===== src/rtl/sacl_pkg.sv =====
package sacl_pkg;

    localparam int MAX_SET_BITS = 6;
    localparam int MAX_WAYS     = 8;
    localparam int ADDR_BITS    = 32;

    localparam int NUM_SETS     = 1 << MAX_SET_BITS;
    localparam int SET_IDX_BITS = (MAX_SET_BITS > 0) ? MAX_SET_BITS : 1;
    localparam int WAY_BITS     = (MAX_WAYS > 1) ? $clog2(MAX_WAYS) : 1;
    localparam int RANK_BITS    = WAY_BITS;
    localparam int TAG_BITS     = ADDR_BITS;
    localparam int CNT_BITS     = 32;

    localparam int CFG_IDX_BITS  = 2;
    localparam int CFG_DATA_BITS = 5;
    localparam int SB_CFG_BITS   = 3;
    localparam int WAYS_CFG_BITS = 4;
    localparam int BB_CFG_BITS   = 5;

    localparam logic [CFG_IDX_BITS-1:0] CFG_SET_BITS   = 2'd0;
    localparam logic [CFG_IDX_BITS-1:0] CFG_WAYS       = 2'd1;
    localparam logic [CFG_IDX_BITS-1:0] CFG_BLOCK_BITS = 2'd2;

    localparam logic [SB_CFG_BITS-1:0]   RST_SET_BITS   = 3'd4;
    localparam logic [WAYS_CFG_BITS-1:0] RST_WAYS       = 4'd1;
    localparam logic [BB_CFG_BITS-1:0]   RST_BLOCK_BITS = 5'd4;

    localparam logic [CNT_BITS-1:0] CNT_MAX = '1;

    localparam int OUT_USED = 2 + 1 + 1 + 3 * CNT_BITS;
    localparam int OUT_BITS = ((OUT_USED + 7) / 8) * 8;
    localparam int OUT_PAD  = OUT_BITS - OUT_USED;

    typedef enum logic [1:0] {
        OP_FETCH  = 2'd0,
        OP_LOAD   = 2'd1,
        OP_STORE  = 2'd2,
        OP_MODIFY = 2'd3
    } t_opcode;

    typedef enum logic [2:0] {
        S_IDLE,
        S_LOOK,
        S_ACC1,
        S_ACC2,
        S_DONE
    } t_state;

    typedef struct packed {
        logic                 valid;
        logic [TAG_BITS-1:0]  tag;
        logic [RANK_BITS-1:0] rank;
    } t_line;

    typedef t_line [MAX_WAYS-1:0] t_row;

    typedef struct packed {
        logic load_in;
        logic look;
        logic acc1;
        logic acc2;
        logic load_out;
    } t_cmd;

    typedef struct packed {
        logic is_fetch;
        logic is_modify;
        logic out_free;
    } t_sts;

    function automatic logic [CNT_BITS-1:0] sat_inc(input logic [CNT_BITS-1:0] v);
        return (v == CNT_MAX) ? v : v + 1'b1;
    endfunction

endpackage


===== src/rtl/sacl_ctrl.sv =====
module sacl_ctrl (
    input  logic            i_clk,
    input  logic            i_rst_n,
    input  logic            i_in_valid,
    output logic            o_in_ready,
    input  sacl_pkg::t_sts  i_sts,
    output sacl_pkg::t_cmd  o_cmd
);
    import sacl_pkg::*;

    t_state r_state;
    t_state n_state;

    always_ff @(posedge i_clk) begin
        if (!i_rst_n) begin
            r_state <= S_IDLE;
        end else begin
            r_state <= n_state;
        end
    end

    always_comb begin
        n_state = r_state;
        unique case (r_state)
            S_IDLE: begin
                if (i_in_valid) n_state = S_LOOK;
            end
            S_LOOK: begin
                n_state = i_sts.is_fetch ? S_DONE : S_ACC1;
            end
            S_ACC1: begin
                n_state = i_sts.is_modify ? S_ACC2 : S_DONE;
            end
            S_ACC2: begin
                n_state = S_DONE;
            end
            S_DONE: begin
                if (i_sts.out_free) n_state = S_IDLE;
            end
            default: begin
                n_state = S_IDLE;
            end
        endcase
    end

    always_comb begin
        o_in_ready = 1'b0;
        o_cmd      = '0;
        unique case (r_state)
            S_IDLE: begin
                o_in_ready    = 1'b1;
                o_cmd.load_in = i_in_valid;
            end
            S_LOOK: begin
                o_cmd.look = 1'b1;
            end
            S_ACC1: begin
                o_cmd.acc1 = 1'b1;
            end
            S_ACC2: begin
                o_cmd.acc2 = 1'b1;
            end
            S_DONE: begin
                o_cmd.load_out = i_sts.out_free;
            end
            default: begin
                o_cmd = '0;
            end
        endcase
    end

    a_accept_to_look: assert property (@(posedge i_clk) disable iff (!i_rst_n)
        (r_state == S_IDLE && i_in_valid) |=> (r_state == S_LOOK))
        else $error("accepted request did not start a lookup");

    a_second_access_modify: assert property (@(posedge i_clk) disable iff (!i_rst_n)
        (r_state == S_ACC2) |-> i_sts.is_modify)
        else $error("second access for a non-modify request");

    a_fetch_skips_access: assert property (@(posedge i_clk) disable iff (!i_rst_n)
        (r_state == S_LOOK && i_sts.is_fetch) |=> (r_state == S_DONE))
        else $error("fetch request touched the tag store");

    a_result_then_idle: assert property (@(posedge i_clk) disable iff (!i_rst_n)
        o_cmd.load_out |=> (r_state == S_IDLE && o_in_ready))
        else $error("no return to idle after result load");

endmodule


===== config.mk =====
export PLATFORM = sky130hd
export DESIGN_NAME = sacl_ctrl
export DESIGN_NICKNAME = d
export VERILOG_FILES = /design/src/rtl/sacl_pkg.sv /design/src/rtl/sacl_ctrl.sv
export SDC_FILE = /design/constraint.sdc
export NUM_CORES = 1
export LEC_CHECK = 0
export ABC_AREA = 1
export BUFFER_PORTS_ARGS = -buffer_cell sky130_fd_sc_hd__buf_2
export CORE_AREA = 2 2 39 41
export CTS_BUF_LIST = sky130_fd_sc_hd__clkbuf_8
export DETAILED_ROUTE_END_ITERATION = 12
export DIE_AREA = 0 0 41 43
export MAX_ROUTING_LAYER = met4
export PLACE_DENSITY = 0.39
export SKIP_LAST_GASP = 1
export SYNTH_ARGS = -nofsm -noshare
export SYNTH_HDL_FRONTEND = slang
export SYNTH_SLANG_ARGS = --single-unit
export TNS_END_PERCENT = 30

===== constraint.sdc =====
create_clock -name i_clk -period 2.17 [get_ports i_clk]
set_clock_uncertainty 0.05 [all_clocks]
set_input_delay 0.217 -clock i_clk [delete_from_list [all_inputs] [get_ports i_clk]]
set_output_delay 0.217 -clock i_clk [all_outputs]
set_load 0.02 [all_outputs]

==> results of run 1 <==
Yosys cell counts:
library cell / n
inv_1: 9
nor3_1: 1
o21ai_1: 1
inv_2: 1
a21boi_1: 1
dfxtp_1: 3
nor2_1: 7
nand3_1: 7
nor2_2: 1
nand2_1: 6
worst max-delay path: cells and delay by family, from the launching register on:
kind,cells,cell delay [ps]
buf+inv,3,290
flops,1,380
simple gates,2,230
cell type report:
| cell class | count | share of cell area [%] |
|---|---|---|
| Clock buffer | 3 | 12.69 |
| Clock inverter | 1 | 1.154 |
| Inverter | 10 | 11.54 |
| Multi-Input combinational cell | 24 | 33.08 |
| Sequential cell | 3 | 18.46 |
| Tap cell | 16 | 6.154 |
| Timing Repair Buffer | 11 | 16.92 |
metal layers:
metal	part of all wire [%]	GRT usage, %
met1	47	10.54
met2	40	9.688
met3	13	7.853
met4	0	2.000
met5	0	-
stage by stage:
| stage | setup slack, ps | cells | hold slack (ps) | utilization, % | power, mW |
|---|---|---|---|---|---|
| finish | 791.8 | 68 | 171.2 | 23.51 | 0.3144 |
| CTS | 755.6 | 68 | 167.9 | 23.51 | 0.3233 |
| floorplan | 991.1 | 37 | 264.6 | - | 0.1334 |
| global placement | 982.6 | 64 | 386.8 | 20.25 | 0.1616 |
| global route | 614.5 | 68 | 204.3 | 23.51 | 0.3433 |
| detailed placement | 988.1 | 64 | 390.2 | 20.25 | 0.1606 |
worst paths after layout:
path / startpoint / end / slack, ps / cells after the start
worst min-delay path: i_rst_n / r_state[2] / 170 / 3
worst min register to register: r_state[1] / r_state[1] / 500 / 2
worst max-delay path: r_state[0] / o_cmd[1] / 790 / 5
worst max register to register: r_state[0] / r_state[1] / 1240 / 4
kinds of logic after synthesis:
| family | share of synthesized area [%] |
|---|---|
| AND/OR/NAND/NOR | 46.34 |
| buffers and inverters | 18.29 |
| flip-flops | 29.27 |
| AO/OA/AOI/OAI | 6.097 |
cell usage in the layout, fill, tap and decap left out:
master | Yosys | layout
a21boi_1 | 1 | 1
inv_2 | 1 | 1
nor2_2 | 1 | 1
dfxtp_1 | 3 | 3
buf_2 | 0 | 11
clkbuf_8 | 0 | 3
nand2_1 | 6 | 6
o21ai_1 | 1 | 1
nor3_1 | 1 | 1
nor2_1 | 7 | 7
inv_1 | 9 | 10
nand3_1 | 7 | 7
power groups by stage:
| stage | logic, mW | clock network [mW] | registers (mW) |
|---|---|---|---|
| 2_1_floorplan | 0.0635 | 0 | 0.0699 |
| 3_3_place_gp | 0.0896 | 0 | 0.0720 |
| 3_5_place_dp | 0.0887 | 0 | 0.0719 |
| 4_1_cts | 0.0891 | 0.163 | 0.0712 |
| 5_1_grt | 0.102 | 0.168 | 0.0730 |
| 6_report | 0.0874 | 0.156 | 0.0709 |
==> impl_metrics.ini, run 1 <==
[final_layout]
n_fill_cell = 174
drive_above_1_share_pct = 30.77
syn_to_final_growth_pct = 58.54
final-seq-area_um2 = 60.06
fin_nets = 59
regMostFlops = r_state
largest_reg_flops = 3
reg.largest.list = r_state x3
multi_input_area_um2 = 107.6
stdcell_area_um2 = 325.3
antenna_cells = 0

[worst_setup_path]
cp_data_arrival_time_ps = 1110
crit_type = flop to output port
end_kind = output port
path_cells = inv_1 > nor2_1 > inv_1 > nor2_1 > buf_2
cp.required_ps = 1900
max_stage_delay_ps = 380
critical_path.slowest_cell = dfxtp_1
path_max_fanout = 4
worstSetupStartpointType = flop

[placed_design]
io_buffers = 11
gp_congestion = 0.7153
placed_area_um2 = 280.3
dp.final_hpwl_um = 409.5

[power]
power.density_nw_per_um2 = 966.5
swShare_pct = 31.94
p_leak_nw = 0.1992
ir_worst_vdd_v = 0.0003862
power_frac_comb_pct = 27.8
clkPwrFrac_pct = 49.7
seqPwrFrac_pct = 22.6
power.internal_mw = 0.2140
p_sw_mw = 0.1004

[floorplanning]
initial_core_util_pct = 14.83
die_h_um = 43
fp.dieW_um = 41
num_rows = 14
core_um2 = 1384
ioPinCount = 12
dieArea_um2 = 1763

[sta]
tightest_slew_ps = 185.9
timing.final.crit_share_pct = 63.51
setup_viol = 0
hold_viol_final = 0
rsz0062_at_grt = no
clock.fmax_mhz = 725.6
max-slew-margin-rel_pct = 87.59
slew_violations = 0
tns_ps = 0
period_needed_ps = 1378

[grt]
grt_pass1_wl_um = 931
track_usage_pct = 8.419
first_global_vias = 240
grt-ovfl-total = 0
antenna_found_initial = 0
grt_max_degree = 8

[clock_network]
post_cts_buffers = 0
cts_max_path_buffers = 2
htree_levels = 1
cts_tree = built
cts_hold_buf = 0
clk_latency_ps = 210
clk_pin_slew_ps = 30
cts_root_buffer = clkbuf_8
cts_buffers = 3
cts_resized = 0
clock-sinks = 3

[synth]
synth_cell_types = 10
synth_area_um2 = 205.2
netlist_instances = 37
avgSynthCellArea_um2 = 5.546
yosys.area.top_type = dfxtp_1
yosys.area.top_type_share_pct = 29.27
synth-seq-cells = 3
synth.net_count = 43
synth_seq_area_share_pct = 29.27
ys_top_cells_by_area = dfxtp_1 (29%), nand3_1 (17%), inv_1 (16%), nor2_1 (13%), nand2_1 (11%)
yosys_warnings = 0

[drt]
drtIter0Drc = 4
drtAntennaViolNets = 0
totalWireLength_um = 503
via_count = 251
firstDrtPassIters = 4
drc = 0
post_drt_via_cell_ratio = 3.691
wl_per_cell_um = 7.397

[hold_path]
worstHoldPathType = input pin to flop

[outcome]
status = completed

[job]
maxCapViolCount = 0
Note: power is estimated with default switching activity, not from simulation.
==> inputs of run 2 (changes only) <==
==> constraint.sdc (replaced) <==
create_clock -name i_clk -period 1.39 [get_ports i_clk]
set_clock_uncertainty 0.05 [all_clocks]
set_input_delay 0.139 -clock i_clk [delete_from_list [all_inputs] [get_ports i_clk]]
set_output_delay 0.139 -clock i_clk [all_outputs]
set_load 0.02 [all_outputs]
==> run 2 against run 1 <==
Total power grew 57%. Wire length rose by 0.20%. Combinational power rose by 59%. Register-to-register slack worse by 800 ps. Highest routed layer unchanged. Via count increased by 5.2%. Global-route usage shrank 0.31 points. Cell area grew 1.2%. Final cell count unchanged. Critical path depth decreased by 1. Critical endpoint is now o_cmd[4]. Sequential share of layout area is 0.17 points higher. Non-clock buffer count stayed put.
==> impl_metrics.ini, run 2 (synthesis gave the netlist of run 1 again) <==
[clock_network]
clk_latency_ps = 210
htree_levels = 1
cts_root_buffer = clkbuf_8
cts_tree = built
cts_buffers = 3
cts_max_path_buffers = 2
clock-sinks = 3
clk_pin_slew_ps = 30
post_cts_buffers = 0

[worst_setup_path]
max_stage_delay_ps = 340
r2r_setup_slack_ps = 440
crit_end = o_cmd[4]
r2r-start = r_state[2]
path_cells = nor2_2 > nand2_1 > nor2_1 > buf_2
path_max_fanout = 5
worstSetupStartpointType = flop
end_kind = output port
crit_start = r_state[2]
cp.required_ps = 1200
cp_data_arrival_time_ps = 1110
timing.rr.end = r_state[0]
critical_path.slowest_cell = dfxtp_1
crit_type = flop to output port
worstRegToRegCells = 5

[placed_design]
dp.final_hpwl_um = 415.2
io_buffers = 11
preCtsSetupSlack_ps = 297.9
gp_congestion = 0.7750

[final_layout]
reg.largest.list = r_state x3
mostFrequentLayoutCells = buf_2 (11), inv_1 (10), nand3_1 (7)
antenna_cells = 0
largest_reg_flops = 3
mostFrequentLayoutCell = buf_2
fin_nets = 59
fin_util_pct = 23.78
regMostFlops = r_state
syn_to_final_growth_pct = 60.37
drive_above_1_share_pct = 34.62

[power]
ir_worst_vdd_v = 0.0003634
p_leak_nw = 0.1992
power.density_nw_per_um2 = 1497
seqPwrFrac_pct = 22.8
clkPwrFrac_pct = 48.9
power.internal_mw = 0.3360
power_frac_comb_pct = 28.3
p_sw_mw = 0.1565
swShare_pct = 31.78

[sta]
period_needed_ps = 1299
timing.final.crit_share_pct = 93.44
clock.fmax_mhz = 769.9
max-slew-margin-rel_pct = 87.15
whs_ps = 95.34
slew_violations = 0
rsz0062_at_grt = yes
tightest_slew_ps = 192.6
hold_viol_final = 0
setup_viol = 0
final.setup.worst_slack_ps = 91.15

[grt]
track_usage_pct = 8.111
antenna_found_initial = 0
grt_pass1_wl_um = 917
first_global_vias = 256
grt_max_degree = 8
grt-ovfl-total = 0

[drt]
drtAntennaViolNets = 0
drc = 0
firstDrtPassIters = 3
totalWireLength_um = 504
post_drt_via_cell_ratio = 3.882
drtIter0Drc = 2
wl_per_cell_um = 7.412
via_count = 264

[floorplanning]
fp.dieW_um = 41
die_h_um = 43
initial_core_util_pct = 14.83
ioPinCount = 12
dieArea_um2 = 1763
core_um2 = 1384
num_rows = 14

[outcome]
status = completed

[job]
maxCapViolCount = 0

[hold_path]
worstHoldPathType = input pin to flop
## run 2: cell count changes in the layout (fill, tap and decap cells not counted)
cell,before,now
nor2_2,1,2
nor2_1,7,6
dfxtp_2,0,1
dfxtp_1,3,2
## run 2: timing repair
action / 4_1_cts / 5_1_grt
gates resized for setup: 0 / 2
hold buffers: 0 / 0
endpoints found under the hold margin: 0 / 0
setup endpoints to repair: 0 / 2
## run 2: metal layers
| metal | global-route usage, % | part of all wire (%) |
|---|---|---|
| met5 | - | 0 |
| met4 | 8.000 | 0 |
| met3 | 3.141 | 11 |
| met2 | 10.31 | 47 |
| met1 | 8.946 | 42 |
## run 2: layout make-up
cell class              count  area (um2)
clock buffers               3       41.29
clock inverters             1       3.754
fillers                   169        1055
inverters                  10       37.54
multi-input cells          24       110.1
flip-flops and latches      3       61.31
well taps                  16       20.02
repair buffers             11       55.05
## run 2: power by group through the flow
stage	Clock [mW]	Combinational (mW)	Sequential, mW
6_report	0.241	0.139	0.112
5_1_grt	0.262	0.158	0.116
4_1_cts	0.248	0.140	0.111
3_5_place_dp	0	0.140	0.112
3_3_place_gp	0	0.140	0.112
2_1_floorplan	0	0.0991	0.109
## run 2: critical path: cells and delay by family, from the launching register on
kind,cells,cell delay [ps]
buffers and inverters,1,160
AND/OR/NAND/NOR,3,400
flip-flops,1,340
## run 2: how the worst min path moves through the flow
stage / end / startpoint / depth (start not counted) / slack [ps]
after global placement: r_state[2] / i_rst_n / 3 / 320
after CTS: r_state[2] / i_rst_n / 3 / 90
after detailed placement: r_state[2] / i_rst_n / 3 / 320
after global routing: r_state[2] / i_rst_n / 3 / 120
final: r_state[2] / i_rst_n / 3 / 100
after floorplan: r_state[2] / i_rst_n / 2 / 190
## run 2: through the flow
stage | instance area, um2 | setup TNS, ps | instances | power (mW)
2_1_floorplan | 205.2 | 0 | 37 | 0.2083
3_3_place_gp | 280.3 | 0 | 64 | 0.2526
3_5_place_dp | 280.3 | 0 | 64 | 0.2513
4_1_cts | 325.3 | 0 | 68 | 0.4985
5_1_grt | 329.1 | -3.090 | 68 | 0.5352
6_report | 329.1 | 0 | 68 | 0.4925
